**src/glu_pkg.sv**
```systemverilog
// ----------------------------------------------------------------------------
// glu_pkg
// Shared types, constants and helper functions of the tracking loop update.
// ----------------------------------------------------------------------------
package glu_pkg;

    localparam int FreqFracBits  = 16;
    localparam int ErrFracBits   = 30;
    localparam int GainFracBits  = 24;
    localparam int ProdShift     = GainFracBits + ErrFracBits - FreqFracBits;
    localparam int CordicSteps   = 32;
    localparam int PrescaleShift = 20;
    localparam int CordicW       = 56;
    localparam int AngleW        = 34;
    localparam int TermW         = 28;
    localparam int AccW          = 50;

    localparam logic [47:0] CodeRateReset = 48'd67043510990;
    localparam logic signed [29:0] Quarter = 30'sd268435456;

    localparam logic [2:0] REG_CARRIER_PROP  = 3'd0;
    localparam logic [2:0] REG_CARRIER_INT   = 3'd1;
    localparam logic [2:0] REG_CODE_PROP     = 3'd2;
    localparam logic [2:0] REG_CODE_INT      = 3'd3;
    localparam logic [2:0] REG_CARRIER_BASIS = 3'd4;
    localparam logic [2:0] REG_CODE_BASIS    = 3'd5;

    typedef enum logic [4:0] {
        ST_IDLE, ST_SQ_EI, ST_SQ_EQ, ST_SQ_LI, ST_SQ_LQ, ST_SUM_L,
        ST_ROOT_E, ST_ROOT_L, ST_DIV, ST_PHASE,
        ST_F0, ST_F1, ST_F2, ST_F3, ST_F4, ST_CLAMP, ST_OUT
    } glu_state_t;

    typedef enum logic {
        ROOT_SQRT,
        ROOT_DIV
    } root_mode_t;

    typedef struct packed {
        logic       start;
        root_mode_t mode;
    } root_ctl_t;

    function automatic logic [29:0] angle_entry(input logic [4:0] k);
        logic [29:0] a;
        case (k)
            5'd0:  a = 30'd536870912;
            5'd1:  a = 30'd316933406;
            5'd2:  a = 30'd167458907;
            5'd3:  a = 30'd85004756;
            5'd4:  a = 30'd42667331;
            5'd5:  a = 30'd21354465;
            5'd6:  a = 30'd10679838;
            5'd7:  a = 30'd5340245;
            5'd8:  a = 30'd2670163;
            5'd9:  a = 30'd1335087;
            5'd10: a = 30'd667544;
            5'd11: a = 30'd333772;
            5'd12: a = 30'd166886;
            5'd13: a = 30'd83443;
            5'd14: a = 30'd41722;
            5'd15: a = 30'd20861;
            5'd16: a = 30'd10430;
            5'd17: a = 30'd5215;
            5'd18: a = 30'd2608;
            5'd19: a = 30'd1304;
            5'd20: a = 30'd652;
            5'd21: a = 30'd326;
            5'd22: a = 30'd163;
            5'd23: a = 30'd81;
            5'd24: a = 30'd41;
            5'd25: a = 30'd20;
            5'd26: a = 30'd10;
            5'd27: a = 30'd5;
            5'd28: a = 30'd3;
            5'd29: a = 30'd1;
            5'd30: a = 30'd1;
            default: a = 30'd0;
        endcase
        return a;
    endfunction

    function automatic logic [31:0] abs32(input logic signed [31:0] v);
        return v[31] ? 32'(-v) : 32'(v);
    endfunction

    function automatic logic signed [TermW-1:0] round_term(input logic [63:0] p,
                                                           input logic neg);
        logic [64:0] s;
        logic [TermW-1:0] r;
        s = {1'b0, p} + (65'd1 << (ProdShift - 1));
        r = TermW'(s >> ProdShift);
        return neg ? -$signed(r) : $signed(r);
    endfunction

    function automatic logic signed [47:0] clamp48(input logic signed [AccW-1:0] v);
        logic signed [AccW-1:0] hi;
        logic signed [AccW-1:0] lo;
        hi = AccW'(48'sh7FFF_FFFF_FFFF);
        lo = -hi - AccW'(1);
        if (v > hi)
            return 48'sh7FFF_FFFF_FFFF;
        else if (v < lo)
            return 48'sh8000_0000_0000;
        else
            return v[47:0];
    endfunction

    function automatic logic [47:0] clamp_u48(input logic signed [AccW-1:0] v);
        if (v < 0)
            return 48'd0;
        else if (v > AccW'(48'hFFFF_FFFF_FFFF))
            return 48'hFFFF_FFFF_FFFF;
        else
            return v[47:0];
    endfunction

endpackage

```
**src/glu_cordic.sv**
```systemverilog
// ----------------------------------------------------------------------------
// glu_cordic
// Vectoring CORDIC, one rotation per cycle, for the Costas phase error.
// ----------------------------------------------------------------------------
module glu_cordic
    import glu_pkg::*;
(
    input  logic               clk,
    input  logic               rst_n,
    input  logic               start,
    input  logic signed [31:0] prompt_i,
    input  logic signed [31:0] prompt_q,
    output logic               valid,
    output logic signed [29:0] phase
);

    logic signed [CordicW-1:0] x_reg, y_reg;
    logic signed [AngleW-1:0]  z_reg;
    logic [4:0]                k_reg;
    logic                      busy_reg, valid_reg;
    logic                      zero_reg;
    logic signed [29:0]        zval_reg;
    logic signed [CordicW-1:0] pi_ext, pq_ext, dx, dy;
    logic signed [AngleW-1:0]  ang, rnd;
    logic signed [AngleW-1:0]  quarter_ext;

    always_comb
    begin
        pi_ext      = CordicW'(prompt_i);
        pq_ext      = CordicW'(prompt_q);
        dx          = y_reg >>> k_reg;
        dy          = x_reg >>> k_reg;
        ang         = AngleW'(angle_entry(k_reg));
        rnd         = (z_reg + AngleW'(2)) >>> 2;
        quarter_ext = AngleW'(Quarter);
        if (zero_reg)
            phase = zval_reg;
        else if (rnd > quarter_ext)
            phase = Quarter;
        else if (rnd < -quarter_ext)
            phase = -Quarter;
        else
            phase = rnd[29:0];
    end

    always_ff @(posedge clk or negedge rst_n)
    begin
        if (!rst_n)
        begin
            busy_reg  <= 1'b0;
            valid_reg <= 1'b0;
            k_reg     <= '0;
        end
        else if (start)
        begin
            k_reg     <= '0;
            busy_reg  <= (prompt_i != 32'sd0);
            valid_reg <= (prompt_i == 32'sd0);
        end
        else if (busy_reg)
        begin
            k_reg <= k_reg + 5'd1;
            if (k_reg == 5'(CordicSteps - 1))
            begin
                busy_reg  <= 1'b0;
                valid_reg <= 1'b1;
            end
        end
    end

    always_ff @(posedge clk)
    begin
        if (start)
        begin
            zero_reg <= (prompt_i == 32'sd0);
            if (prompt_q > 32'sd0)
                zval_reg <= Quarter;
            else if (prompt_q < 32'sd0)
                zval_reg <= -Quarter;
            else
                zval_reg <= '0;
            x_reg <= (prompt_i < 0 ? -pi_ext : pi_ext) <<< PrescaleShift;
            y_reg <= (prompt_i < 0 ? -pq_ext : pq_ext) <<< PrescaleShift;
            z_reg <= '0;
        end
        else if (busy_reg)
        begin
            if (y_reg > 0)
            begin
                x_reg <= x_reg + dx;
                y_reg <= y_reg - dy;
                z_reg <= z_reg + ang;
            end
            else
            begin
                x_reg <= x_reg - dx;
                y_reg <= y_reg + dy;
                z_reg <= z_reg - ang;
            end
        end
    end

    assign valid = valid_reg;

endmodule
```
**config.mk**
```make
export PLATFORM = sky130hd
export DESIGN_NAME = glu_cordic
export DESIGN_NICKNAME = d
export VERILOG_FILES = /design/src/glu_pkg.sv /design/src/glu_cordic.sv
export SDC_FILE = /design/constraint.sdc
export NUM_CORES = 1
export LEC_CHECK = 0
export ABC_AREA = 1
export BUFFER_PORTS_ARGS = -buffer_cell sky130_fd_sc_hd__buf_2
export CAP_MARGIN = 10
export CELL_PAD_IN_SITES_DETAIL_PLACEMENT = 1
export CELL_PAD_IN_SITES_GLOBAL_PLACEMENT = 1
export CORE_UTILIZATION = 25
export CTS_BUF_LIST = sky130_fd_sc_hd__clkbuf_4 sky130_fd_sc_hd__clkbuf_8
export DETAILED_ROUTE_END_ITERATION = 10
export PLACE_DENSITY = 0.51
export SYNTH_ARGS = -nofsm -noshare
export SYNTH_HDL_FRONTEND = slang
export SYNTH_SLANG_ARGS = --single-unit
```
**constraint.sdc**
```tcl
create_clock -name clk -period 9 [get_ports clk]
set_clock_uncertainty 0.2 [all_clocks]
set_input_delay 1.8 -clock clk [delete_from_list [all_inputs] [get_ports clk]]
set_output_delay 1.8 -clock clk [all_outputs]
set_load 0.005 [all_outputs]
```
## Word-level counts from Yosys, hierarchy flattened

Memory sizes are Yosys's and may differ from the RTL's.
Cells that the tools add are included.

- Register bits after elaboration: 184
- Memory bits (read-only): 960
- Input port bits: 67
- Output and inout bits: 31
- Logic and storage cells: 56
- Memories: 1

- $add $sub $neg: 10
- Magnitude comparators: 6
- Equality and inequality tests: 1
- Shift operators: 2
- Muxes and demuxes: 21
- Reduce and logical (&&, ||, !) cells: 5

Memories:

| memory | depth | bits a word | rd ports | clocked after memory_dff | wr ports | line | text |
|---|---|---|---|---|---|---|---|
| (name not given) | 32 | 30 | 1 | 0 | 0 | glu_pkg.sv:46 | `case (k)` |

Operators with widths:

| operator | number |
|---|---|
| $mux 56 | 6 |
| $mux 30 | 4 |
| $add 56x56->56 | 2 |
| $sshr 56x5->56 | 2 |
| $sub 56x56->56 | 2 |
| $mux 36 | 2 |
| $neg 32->36 | 2 |
| $lt 32x1->1 const B | 2 |
| $gt 56x1->1 const B | 1 |
| $add 34x3->34 const B | 1 |
| $add 34x31->34 | 1 |
| $mux 34 | 1 |
| $sub 34x31->34 | 1 |
| $gt 32x1->1 const B | 1 |
| $gt 32x30->1 const B | 1 |
| $logic_not 32->1 | 1 |
| $lt 32x29->1 const B | 1 |
| $reduce_bool 32->1 | 1 |
| $mux 5 | 2 |
| $mux 1 | 6 |
| $add 5x1->5 const B | 1 |
| $eq 5x5->1 const B | 1 |
| $reduce_bool 2->1 | 2 |
| $reduce_and 2->1 | 1 |

## Logic depth before layout (Yosys ltp)

Gate-level depths: netlist of run 1.

- Word-level depth: 5
- Depth in mapped cells: 39
- Gate-level depth less buffers: 37

## Worst setup path before layout of run 1

Ideal clock, no wire load.

- Kind: register -> register
- Start point: reg k_reg[1]
- End point: reg z_reg[31]
- Library setup time: 113 ps
- Arrival time: 4587 ps
- Data required time: 8687 ps
- Path slack: 4100 ps
- Cell stages (with the launch flop): 31
- Path buffers: 4
- Clock period less this slack: 4900 ps
- Cell sequence: dfrtp_1 -> buf_2 -> clkinv_2 -> buf_4 -> buf_2 -> ha_1 -> nor2_1 -> o21ai_0 -> o21ai_1 -> nand2_1 -> a21boi_1 -> ha_1 -> nand3_1 -> inv_1 -> nand3_1 -> nor3_1 -> a31oi_1 -> buf_2 -> xnor2_1 -> ha_1 -> nand2_1 -> o21ai_0 -> a21oi_1 -> o21ai_0 -> a21oi_1 -> o21ai_0 -> nand2_1 -> nand2_1 -> nand2_1 -> nand3_1 -> nand2_1

- Longest elaborated chain between the ends: 3
- Elaborated cells on any way between the ends: 4
- Classes of those cells: add/sub (2); mux (1); memory (1)

RTL lines:

| what | line | text |
|---|---|---|
| from (decl) | glu_cordic.sv:19 | `logic [4:0] k_reg;` |
| from (signal assigned) | glu_cordic.sv:62 | `k_reg <= k_reg + 5'd1;` |
| $mem_v2 32x30 * | -- |  |
| $sub 34x31->34 or $add 34x31->34 (tied branches) | glu_cordic.sv:98, glu_cordic.sv:92 |  |
| $mux 34 * | glu_cordic.sv:88 | `if (y_reg > 0)` |
| to (signal assigned) | glu_cordic.sv:92 | `z_reg <= z_reg + ang;` |
| to (signal assigned) | glu_cordic.sv:98 | `z_reg <= z_reg - ang;` |
| to (decl) | glu_cordic.sv:18 | `logic signed [AngleW-1:0] z_reg;` |

Mark *: on every way between the ends. The rest lies on a longest branch, timed or not.
A chain may end at the register's enable or synchronous reset.

## Final worst setup path of run 1

- Start point: reg k_reg[0]
- End point: reg y_reg[41] (data pin)

- Longest elaborated chain between the ends: 5
- Elaborated cells on any way between the ends: 6
- Classes of those cells: add/sub (2); shift (1); mux (3)

RTL lines:

| what | line | text |
|---|---|---|
| $sshr 56x5->56 * | glu_cordic.sv:32 | `dy = x_reg >>> k_reg;` |
| $add 56x56->56 or $sub 56x56->56 (tied branches) | glu_cordic.sv:97, glu_cordic.sv:91 |  |
| $mux 56 * | glu_cordic.sv:88 |  |
| $mux 56 * | glu_cordic.sv:86 | `else if (busy_reg)` |
| $mux 56 * | glu_cordic.sv:73 | `if (start)` |
| to (signal assigned) | glu_cordic.sv:83 | `y_reg <= (prompt_i < 0 ? -pq_ext : pq_ext) <<< PrescaleShift;` |
| to (signal assigned) | glu_cordic.sv:91 | `y_reg <= y_reg - dy;` |
| to (signal assigned) | glu_cordic.sv:97 | `y_reg <= y_reg + dy;` |
| to (decl) | glu_cordic.sv:17 | `logic signed [CordicW-1:0] x_reg, y_reg;` |

Mark *: on every way between the ends. The rest lies on a longest branch, timed or not. The select of a mux whose other input is x is not followed.

==> summary.md, run 1 <==
| Metric | Value |
|---|---|
| Status | finished clean |
| Pwr Density | 445 nW/um2 |
| Syn Inst Count | 4991 |
| Multi-input logic area | 21600 um2 |
| Critical path origin | k_reg[0]$_DFFE_PN0P_ |
| CTS tree | built |
| Final setup fails | 0 |
| PnR worst setup slack | 1300 ps |
| Die Span X | 338 um |
| Mapped Avg Cell Area | 5.67 um2 |
| CTS H-Tree Depth | 4 |
| Tightest Pin Transition | 1100 ps |
| Synth top area share | 18.4% |
| Top cells by area, synth | nand2_1 (18%), nand3_1 (13%), edfxtp_1 (8.0%), ha_1 (7.3%), nor2_1 (6.7%) |
| Total Routed Length | 140000 um |
| Slew Viols, Final | 0 |
| Worst endpoint data arrival time | 7880 ps |
| Antenna-violating nets left | 0 |
| Synth Register Bits | 156 |
| Mapped Area | 28300 um2 |
| Fillers | 15000 |
| Critical path endpoint category | flip-flop |
| Die Footprint | 115000 um2 |
| Path depth of the worst reg2reg path | 28 |
| Maximum operating frequency | 130 MHz |
| Reg-to-reg startpoint | k_reg[0]$_DFFE_PN0P_ |
| Layout net count | 5194 |
| Worst path max stage delay | 1020 ps |
| Max FO, Critical Path | 79 |
| Final Hold Vio Count | 0 |
| Clk_lat worst skew | 650 ps |
| CTS Buf Count | 17 |
| Clock sink count | 156 |
| Initial Util | 25.2% |
| HP Class | reg -> reg |
| Layout cells sized above 1 | 6.74% |
| Final worst path period share | 85.5% |
| I/O pins | 98 |
| RR Endpoint | y_reg[41]$_DFFE_PP_ |
| Layout area overhead | 7.62% |
| Sequential fraction of the synthesis area | 13.8% |
| Iter 0 DRT Violations | 2526 |
| RSZ-0062 raised after global routing | false |
| CTS resizes | 0 |
| DR vias/cell | 5.18 |
| Initial antenna violation count | 2 |
| Leakage | 14.0 nW |
| CP most frequent cell | nand3_1 |
| Port buffer count | 97 |
| DP Worst Slack | 1540 ps |
| FF-to-FF setup slack | 1300 ps |
| Register area | 3920 um2 |
| Drt wl/cell | 21.6 um |
| # rows | 123 |
| Min Tclk post-route | 7700 ps |
| Post-DP HPWL | 116000 um |
| Setup bufs post-CTS | 0 |
| Clk buf depth | 2 |
| Crit-path slowest cell | dfrtp_4 |
| First-pass iteration count of the detailed router | 5 |
| Core area | 112000 um2 |
| EDFF count, synth | 75 |
| Setup TNS | 0 ps |
| Hold buffer count at cts | 0 |
| Worst-path clk slew | 110 ps |
| DR DRC count | 0 |
| Global Route Usage Sum | 24.1% |
| First-pass GRT wire length | 213000 um |
| Post-synth top area cell | nand2_1 |
| Global route overflow | 0 |
| Synth Net Count | 5225 |
| Root Driver | clkbuf_8 |
| Dominant synthesized flop cell | edfxtp_1 |
| Maximum VDD drop | 0.186 mV |
| Vias post-DR | 33600 |
| Critical path class | reg -> reg |
| Largest net degree at the start of global routing | 87 |
| Synth unique cells | 66 |
| Worst setup path endpoint | y_reg[41]$_DFFE_PP_ |
| Max Cap Viol | 0 |
| Die Ht | 338 um |
| Startpoint types | flip-flop |
| Relative slew margins | 26.4% |
| Placer Congestion | 0.916 |
| Synth Warn # | 0 |
| Synth async-reset ratio | 4.49% |
| Worst path required time | 9180 ps |
| Vias in the first global route | 33500 |
worst min-delay path by stage:
stage | endpoint | slack (ps) | depth (start not counted) | start
floorplan | z_reg[33]$_SDFFE_PP0P_ | 250 | 2 | z_reg[33]$_SDFFE_PP0P_
global placement | z_reg[33]$_SDFFE_PP0P_ | 270 | 2 | z_reg[33]$_SDFFE_PP0P_
detailed placement | z_reg[33]$_SDFFE_PP0P_ | 270 | 2 | z_reg[33]$_SDFFE_PP0P_
CTS | z_reg[33]$_SDFFE_PP0P_ | 290 | 2 | z_reg[33]$_SDFFE_PP0P_
global route | z_reg[33]$_SDFFE_PP0P_ | 310 | 2 | z_reg[33]$_SDFFE_PP0P_
finish | z_reg[33]$_SDFFE_PP0P_ | 290 | 2 | z_reg[33]$_SDFFE_PP0P_
worst max-delay path: cells and delay by family, from the launching register on:
kind / cells / cell delay (ps)
AOI/OAI and AO/OA: 9 / 2520
xor gates and xnor gates: 1 / 380
adders and majority gates: 1 / 370
buffers and inverters: 5 / 860
DFF: 1 / 1020
and+or+nand+nor: 12 / 1980
cells in the final DEF (no fill, tap or decap), types with 6 or more instances in the layout:
master and n:
nand3b_1 14, nor2_2 30, nor3_1 84, nand4_1 57, buf_4 36, a31oi_1 41, nor2_1 503, nor3_2 14
inv_1 462, a21o_1 31, nand2_1 1388, edfxtp_1 75, clkbuf_8 17, o21ai_1 29, xor2_1 131, a21oi_1 266
o21a_1 18, nor4_1 34, inv_2 23, o21ai_2 7, nand2_2 26, xnor2_1 84, dfxtp_1 74, or2_2 26
and3_1 6, o31ai_1 7, o22ai_1 42, nand3_1 754, o21bai_1 17, nand3_2 11, a21boi_0 11, nor2_4 9
ha_1 164, o221ai_1 8, buf_2 97, o21ai_0 275, o211ai_1 24
report_power, final:
part | leakage (nW) | internal, W | switching [W]
Clock | 0.209 | 0.000257 | 0.000393
Sequential | 1.49 | 0.00112 | 0.000587
Combinational | 12.3 | 0.00362 | 0.00757
Total | 14.0 | 0.00500 | 0.00855
cells in the mapped netlist (all sizes together) (3+ instances only):
library cell and instances:
nand2 1419, nand3 765, nor2 542, inv 490, o21ai 311, a21oi 266, ha 164, xor2 131
buf 118, nor3 98, xnor2 84, edfxtp 75, dfxtp 74, clkbuf 67, nand4 57, o22ai 42
a31oi 41, nor4 34, a21o 31, or2 26, o211ai 25, o21a 18, o21bai 17, nand3b 14
a21boi 12, o31ai 9, o221ai 8, dfrtp 7, and3 6, and2 5, o32ai 5, a221oi 3
a22o 3, clkinv 3, fa 3, nor3b 3
through the flow:
step           total power [W]  utilization (%)  hold slack, ps  cell area [um2]  instances
2_1_floorplan          0.00927                -             251            28300       4991
3_3_place_gp            0.0128             26.7             266            30000       6441
3_5_place_dp            0.0129             26.7             271            30000       6441
4_1_cts                 0.0136             27.1             290            30400       6473
5_1_grt                 0.0150             27.1             309            30400       6474
6_report                0.0135             27.1             286            30400       6476
per-layer routing:
metal  share of wire (%)  up-vias  GRT usage, %  wire length (um)
li1                    -    16600             -                 -
met1                  49    16200          33.5             68200
met2                  46      604          40.2             64800
met3                 2.9      100          1.90              4110
met4                 1.9        0          5.48              2620
met5                   0        -             0                 0
final cells by class:
cell class                 count  share of cell area, %
tap                         1500                   6.16
sequential                   156                   12.9
clock inverter                15                  0.579
timing repair buffer         135                   2.61
clock buffer                  17                  0.769
multi-input combinational   4157                   70.9
inverter                     493                   6.11
antenna                        3                 0.0247
cells by family (layout without fill, tap and decap cells):
| group | count (synthesis) | in the layout | synth area share [%] |
|---|---|---|---|
| compound gates | 805 | 805 | 16.2 |
| xor+xnor | 215 | 215 | 6.66 |
| fa+ha+maj | 167 | 167 | 7.47 |
| buf+inv | 678 | 660 | 10.0 |
| flops | 156 | 156 | 13.8 |
| other cells | 0 | 3 | 0 |
| simple gates | 2970 | 2970 | 45.9 |
Power figures use the tool's default switching activity.
==> inputs of run 2 (changes only) <==
- CTS_BUF_LIST: sky130_fd_sc_hd__clkbuf_4 sky130_fd_sc_hd__clkbuf_8 -> sky130_fd_sc_hd__clkbuf_2
==> run 2 against run 1 <==
Worst hold slack better by 13 ps. Non-clock buffer count is 1 higher. Worst setup slack better by 2.9 ps. Wire length grew 0.14%. Die area stayed put. Critical path type unchanged. Fmax about the same. Critical path depth did not move. Combinational power about the same. Global-route usage hardly changed. Final cell count hardly changed. Sequential share of layout area is 0.055 points higher.
==> summary.md, run 2 (same netlist as run 1, synthesis figures left out) <==
| Metric | Value |
|---|---|
| Status | finished clean |
| Net Sw Power | 0.00854 W |
| Total Routed Length | 140000 um |
| Clock network fraction of total power | 3.9% |
| Iter 0 DRT Violations | 2559 |
| Critical path class | reg -> reg |
| First-pass GRT wire length | 213000 um |
| CTS tree | built |
| Clk_lat worst skew | 1300 ps |
| Int Pwr | 0.00488 W |
| Worst endpoint data arrival time | 8510 ps |
| Switching share of total power | 63.6% |
| CTS H-Tree Depth | 4 |
| CTS Buf Count | 17 |
| Layout area overhead | 7.17% |
| Maximum VDD drop | 0.168 mV |
| DR vias/cell | 5.17 |
| Largest net degree at the start of global routing | 87 |
| CP most frequent cell | nand3_1 |
| Relative slew margins | 25.9% |
| First-pass iteration count of the detailed router | 5 |
| Post-layout util | 27.0% |
| Post-route insts no fill | 6481 |
| DR DRC count | 0 |
| Drt wl/cell | 21.6 um |
| Antenna-violating nets left | 0 |
| Die Span X | 338 um |
| Critical path's top delay family | compound AO/OA/AOI/OAI gates |
| Crit-path slowest cell | dfrtp_4 |
| Clock sink count | 156 |
| Layout cells sized above 1 | 6.74% |
| Worst-path clk slew | 300 ps |
| Max Cap Viol | 0 |
| Initial antenna violation count | 5 |
| Maximum operating frequency | 130 MHz |
| Min Tclk post-route | 7690 ps |
| Die Ht | 338 um |
| Startpoint types | flip-flop |
| Slew Viols, Final | 0 |
| Global Route Usage Sum | 24.1% |
| Final Hold Vio Count | 0 |
| Worst path max stage delay | 1080 ps |
| Clk buf depth | 2 |
| Pwr Density | 443 nW/um2 |
| Placed Cells | 6441 |
| Placer Congestion | 0.916 |
| HP Class | reg -> reg |
| Commonest cells after routing, fill and taps aside | nand2_1 (1388), nand3_1 (754), nor2_1 (503) |
| Leakage | 14.0 nW |
| Final worst path period share | 85.5% |
| FF-to-FF setup slack | 1310 ps |
| Max FO, Critical Path | 79 |
| # rows | 123 |
| RSZ-0062 raised after global routing | false |
| Die Footprint | 115000 um2 |
| Layout net count | 5195 |
| Global route overflow | 0 |
| Core area | 112000 um2 |
| Post-DP HPWL | 116000 um |
| PnR worst setup slack | 1310 ps |
| Setup bufs post-CTS | 0 |
| Setup TNS | 0 ps |
| Tightest Pin Transition | 1100 ps |
| Root Driver | clkbuf_2 |
| Final setup fails | 0 |
| Worst path required time | 9810 ps |
| Vias in the first global route | 33500 |
| Port buffer count | 97 |
| Initial Util | 25.2% |
| Most common cell after layout, fill and taps aside | nand2_1 |
| Critical path endpoint category | flip-flop |
| Flop pwr share | 12.7% |
| Comb pwr share | 83.3% |
| DP Worst Slack | 1540 ps |
| I/O pins | 98 |
| Vias post-DR | 33500 |
| Worst Path Buf+Inv | 5 |
==> run 2: layer usage <==
| metal | track usage [%] | vias up | routed length, um |
|---|---|---|---|
| met5 | 0 | - | 0 |
| li1 | - | 16600 | - |
| met4 | 5.53 | 0 | 2680 |
| met2 | 40.3 | 566 | 65000 |
| met3 | 2.00 | 100 | 4340 |
| met1 | 33.4 | 16200 | 67900 |
==> run 2: repair_timing <==
item                                   4_1_cts  5_1_grt
hold buffers                                 1        0
resized for setup                            0        0
setup endpoints to repair                    0        0
endpoints found under the hold margin        7        0
==> run 2: area by class of cell <==
cell class	count	area, um2
diodes	7	17.5
well taps	1500	1880
repair buffers	136	806
flip-flops and latches	156	3920
fillers	15000	82000
clock buffers	17	85.1
multi-input cells	4157	21600
inverters	493	1860
clock inverters	15	176
==> run 2: power by group through the flow <==
stage                     Clock (W)  Combinational (W)  Sequential [W]
final                      0.000529             0.0112         0.00171
after CTS                  0.000553             0.0112         0.00173
after detailed placement          0             0.0111         0.00175
after global routing       0.000568             0.0125         0.00174
after floorplan                   0            0.00790         0.00136
after global placement            0             0.0111         0.00175
==> run 2: metrics by stage <==
step / total power, W / area, um2 / hold WS [ps]
3_3_place_gp: 0.0128 / 30000 / 266
4_1_cts: 0.0135 / 30300 / 302
5_1_grt: 0.0148 / 30300 / 318
6_report: 0.0134 / 30300 / 300
3_5_place_dp: 0.0129 / 30000 / 271
2_1_floorplan: 0.00927 / 28300 / 251
==> run 2: path summary, 6_finish.rpt <==
| check | to | from | depth (start not counted) |
|---|---|---|---|
| worst min-delay path | z_reg[33]$_SDFFE_PP0P_ | z_reg[33]$_SDFFE_PP0P_ | 2 |
| worst max register to register | y_reg[41]$_DFFE_PP_ | k_reg[0]$_DFFE_PN0P_ | 28 |
| worst min register to register | z_reg[33]$_SDFFE_PP0P_ | z_reg[33]$_SDFFE_PP0P_ | 2 |
| worst max-delay path | y_reg[41]$_DFFE_PP_ | k_reg[0]$_DFFE_PN0P_ | 28 |
| max in group asynchronous | busy_reg$_DFF_PN0_ | rst_n | 2 |
| min in group asynchronous | k_reg[4]$_DFFE_PN0P_ | rst_n | 2 |
==> run 2: worst reg2reg max path, delay by kind of cell, from the launching register on <==
family,cells,cell delay [ps]
adder cells (fa/ha/maj),1,360
AO/OA/AOI/OAI,9,2490
buffers and inverters,5,850
flip-flops,1,1080
XOR/XNOR,1,370
AND/OR/NAND/NOR,12,2100
==> inputs of run 3 (changes only) <==
- ABC_AREA: 1 -> unset
- CORE_MARGIN: unset -> 2
- PLACE_DENSITY: 0.51 -> 0.48
==> run 3 against run 2 <==
Worst setup slack got worse by 580 ps. Clock-buffer cell count unchanged. Flip-flop and latch count unchanged. Die area increased by 4.3%. First-iteration DRC count decreased by 24%. Critical path depth decreased by 3. Global-route usage decreased by 1.9 points. Register-to-register slack got worse by 580 ps. Sequential share of layout area decreased by 0.37 points. Via count decreased by 13%. Design area increased by 3.2%.
==> summary.md, run 3 <==
| Metric | Value |
|---|---|
| Iter 0 DRT Violations | 1945 |
| Synth async-reset ratio | 4.49% |
| First-pass GRT wire length | 202000 um |
| Layout area overhead | 7.18% |
| Synth Register Bits | 156 |
| Critical path endpoint category | flip-flop |
| HP Class | in -> async |
| Critical path class | reg -> reg |
| Die Footprint | 119000 um2 |
| Commonest cells after routing, fill and taps aside | nand2_1 (355), nor2_1 (317), a21oi_1 (254) |
| Synth unique cells | 115 |
| RSZ-0062 raised after global routing | false |
| FF-to-FF setup slack | 730 ps |
| Post-synth top area cell | mux4_2 |
| Initial Util | 25.1% |
| Total Routed Length | 136000 um |
| CTS tree | built |
| Synth Warn # | 0 |
| Worst path required time | 9730 ps |
| Mapped Area | 29200 um2 |
| Maximum operating frequency | 121 MHz |
| Top cells by area, synth | mux4_2 (12%), edfxtp_1 (7.7%), ha_1 (7.0%), xnor2_1 (6.7%), dfxtp_1 (5.1%) |
| Mapped Avg Cell Area | 8.01 um2 |
| Die Span X | 346 um |
| Antenna-violating nets left | 0 |
| Largest net degree at the start of global routing | 79 |
| Min Tclk post-route | 8270 ps |
| Root Driver | clkbuf_2 |
| DR vias/cell | 5.71 |
| Final Hold Vio Count | 0 |
| Core area | 116000 um2 |
| Startpoint types | flip-flop |
| CTS Buf Count | 17 |
| Vias in the first global route | 29200 |
| I/O pins | 98 |
| Dominant cell by count in the synthesized netlist | nand2_1 |
| Relative slew margins | 22.8% |
| Synth Net Count | 3878 |
| Max Cap Viol | 0 |
| Global route overflow | 0 |
| Max FO, Critical Path | 43 |
| Layout net count | 3828 |
| Die Ht | 346 um |
| Worst endpoint data arrival time | 9000 ps |
| Syn Inst Count | 3644 |
| Sequential fraction of the synthesis area | 13.4% |
| Post-DP HPWL | 108000 um |
| Clock sink count | 156 |
| Vias post-DR | 29300 |
| Layout cells sized above 1 | 14.3% |
| Worst-path clk slew | 330 ps |
| Clk_lat worst skew | 1200 ps |
| Most frequent cells after synthesis | nand2_1 (355), nor2_1 (320), a21oi_1 (254) |
| First-pass iteration count of the detailed router | 5 |
| CTS H-Tree Depth | 4 |
| EDFF count, synth | 75 |
| # rows | 125 |
| Slew Viols, Final | 0 |
| Drt wl/cell | 26.5 um |
| Most common cell after layout, fill and taps aside | nand2_1 |
| Status | finished clean |
| Synth top area share | 11.6% |
| Final setup fails | 0 |
| Global Route Usage Sum | 22.2% |
| Final worst path period share | 91.9% |
| Setup TNS | 0 ps |
| Placer Congestion | 0.955 |
| Tightest Pin Transition | 1150 ps |
| Dominant synthesized flop cell | edfxtp_1 |
| Initial antenna violation count | 4 |
| DR DRC count | 0 |
| Clk buf depth | 2 |
| Port buffer count | 97 |
[run 3: layout make-up]
cell class              count  area, um2
clock buffers              17       85.1
multi-input cells        3160      23700
well taps                1524       1910
fillers                 14000      84800
inverters                  81        305
flip-flops and latches    156       3930
diodes                      4       10.0
repair buffers            178       1190
clock inverters            15        113
[run 3: kinds of logic (layout without fill, tap and decap cells)]
| family | count (synthesis) | in the layout | share of synthesized area (%) |
|---|---|---|---|
| buf+inv | 328 | 291 | 5.34 |
| compound gates | 1073 | 1073 | 23.9 |
| fa+ha+maj | 167 | 167 | 7.24 |
| xor+xnor | 341 | 341 | 10.2 |
| mux | 377 | 377 | 19.9 |
| flops | 156 | 156 | 13.4 |
| other cells | 0 | 4 | 0 |
| simple gates | 1202 | 1202 | 20.0 |
[run 3: worst max-delay path, stage by stage (launching register included)]
cell and delay [ps]:
dfrtp_4 790, buf_4 360, buf_4 500, mux2_2 440, mux4_2 530, or3_1 330
nand3_1 160, and3_1 230, nor4bb_1 370, and2_1 410, nand4_1 210, o31ai_1 360
xnor2_1 190, ha_1 340, nand4_1 170, inv_1 60, a221oi_1 260, o21a_1 210
a31oi_1 100, a2111oi_0 400, buf_4 200, nor3b_1 60, or4b_2 670, a21oi_1 170
xor2_1 160, o31ai_1 80
[run 3: stage by stage]
step / std cells / setup slack [ps] / utilization [%] / cell area (um2) / hold slack, ps
CTS: 5130 / 555 / 26.9 / 31200 / 19.3
floorplan: 3644 / 1590 / - / 29200 / 256
detailed placement: 5098 / 648 / 26.8 / 31000 / 288
global route: 5135 / 44.2 / 27.0 / 31300 / 87.0
global placement: 5098 / 642 / 26.8 / 31000 / 265
finish: 5135 / 728 / 27.0 / 31300 / 192
[run 3: timing repair]
| item | in CTS | in global routing |
|---|---|---|
| hold buffers | 0 | 0 |
| setup buffers | 0 | 1 |
| resized for setup | 0 | 2 |
| endpoints found under the setup margin | 0 | 4 |
| endpoints found under the hold margin | 0 | 0 |
[run 3: final timing paths]
check,start,to,depth (start not counted)
max,k_reg[2]$_DFFE_PN0P_,y_reg[54]$_DFFE_PP_,25
min,rst_n,k_reg[0]$_DFFE_PN0P_,1
max reg2reg,k_reg[2]$_DFFE_PN0P_,y_reg[54]$_DFFE_PP_,25
min reg2reg,z_reg[0]$_SDFFE_PP0P_,z_reg[0]$_SDFFE_PP0P_,2
max in group asynchronous,rst_n,k_reg[4]$_DFFE_PN0P_,1
min in group clk,z_reg[0]$_SDFFE_PP0P_,z_reg[0]$_SDFFE_PP0P_,2
[run 3: per-layer routing]
metal | global-route usage, % | wire length, um | vias up
met5 | 0 | 25 | -
met4 | 9.43 | 5940 | 4
met3 | 2.25 | 5130 | 171
met2 | 35.8 | 62000 | 768
met1 | 30.1 | 63000 | 14700
li1 | - | - | 13700
Power of run 3 is left out: the tool's default activity adds up to more than one toggle a clock period on the data nets, which glitch-free logic cannot reach.
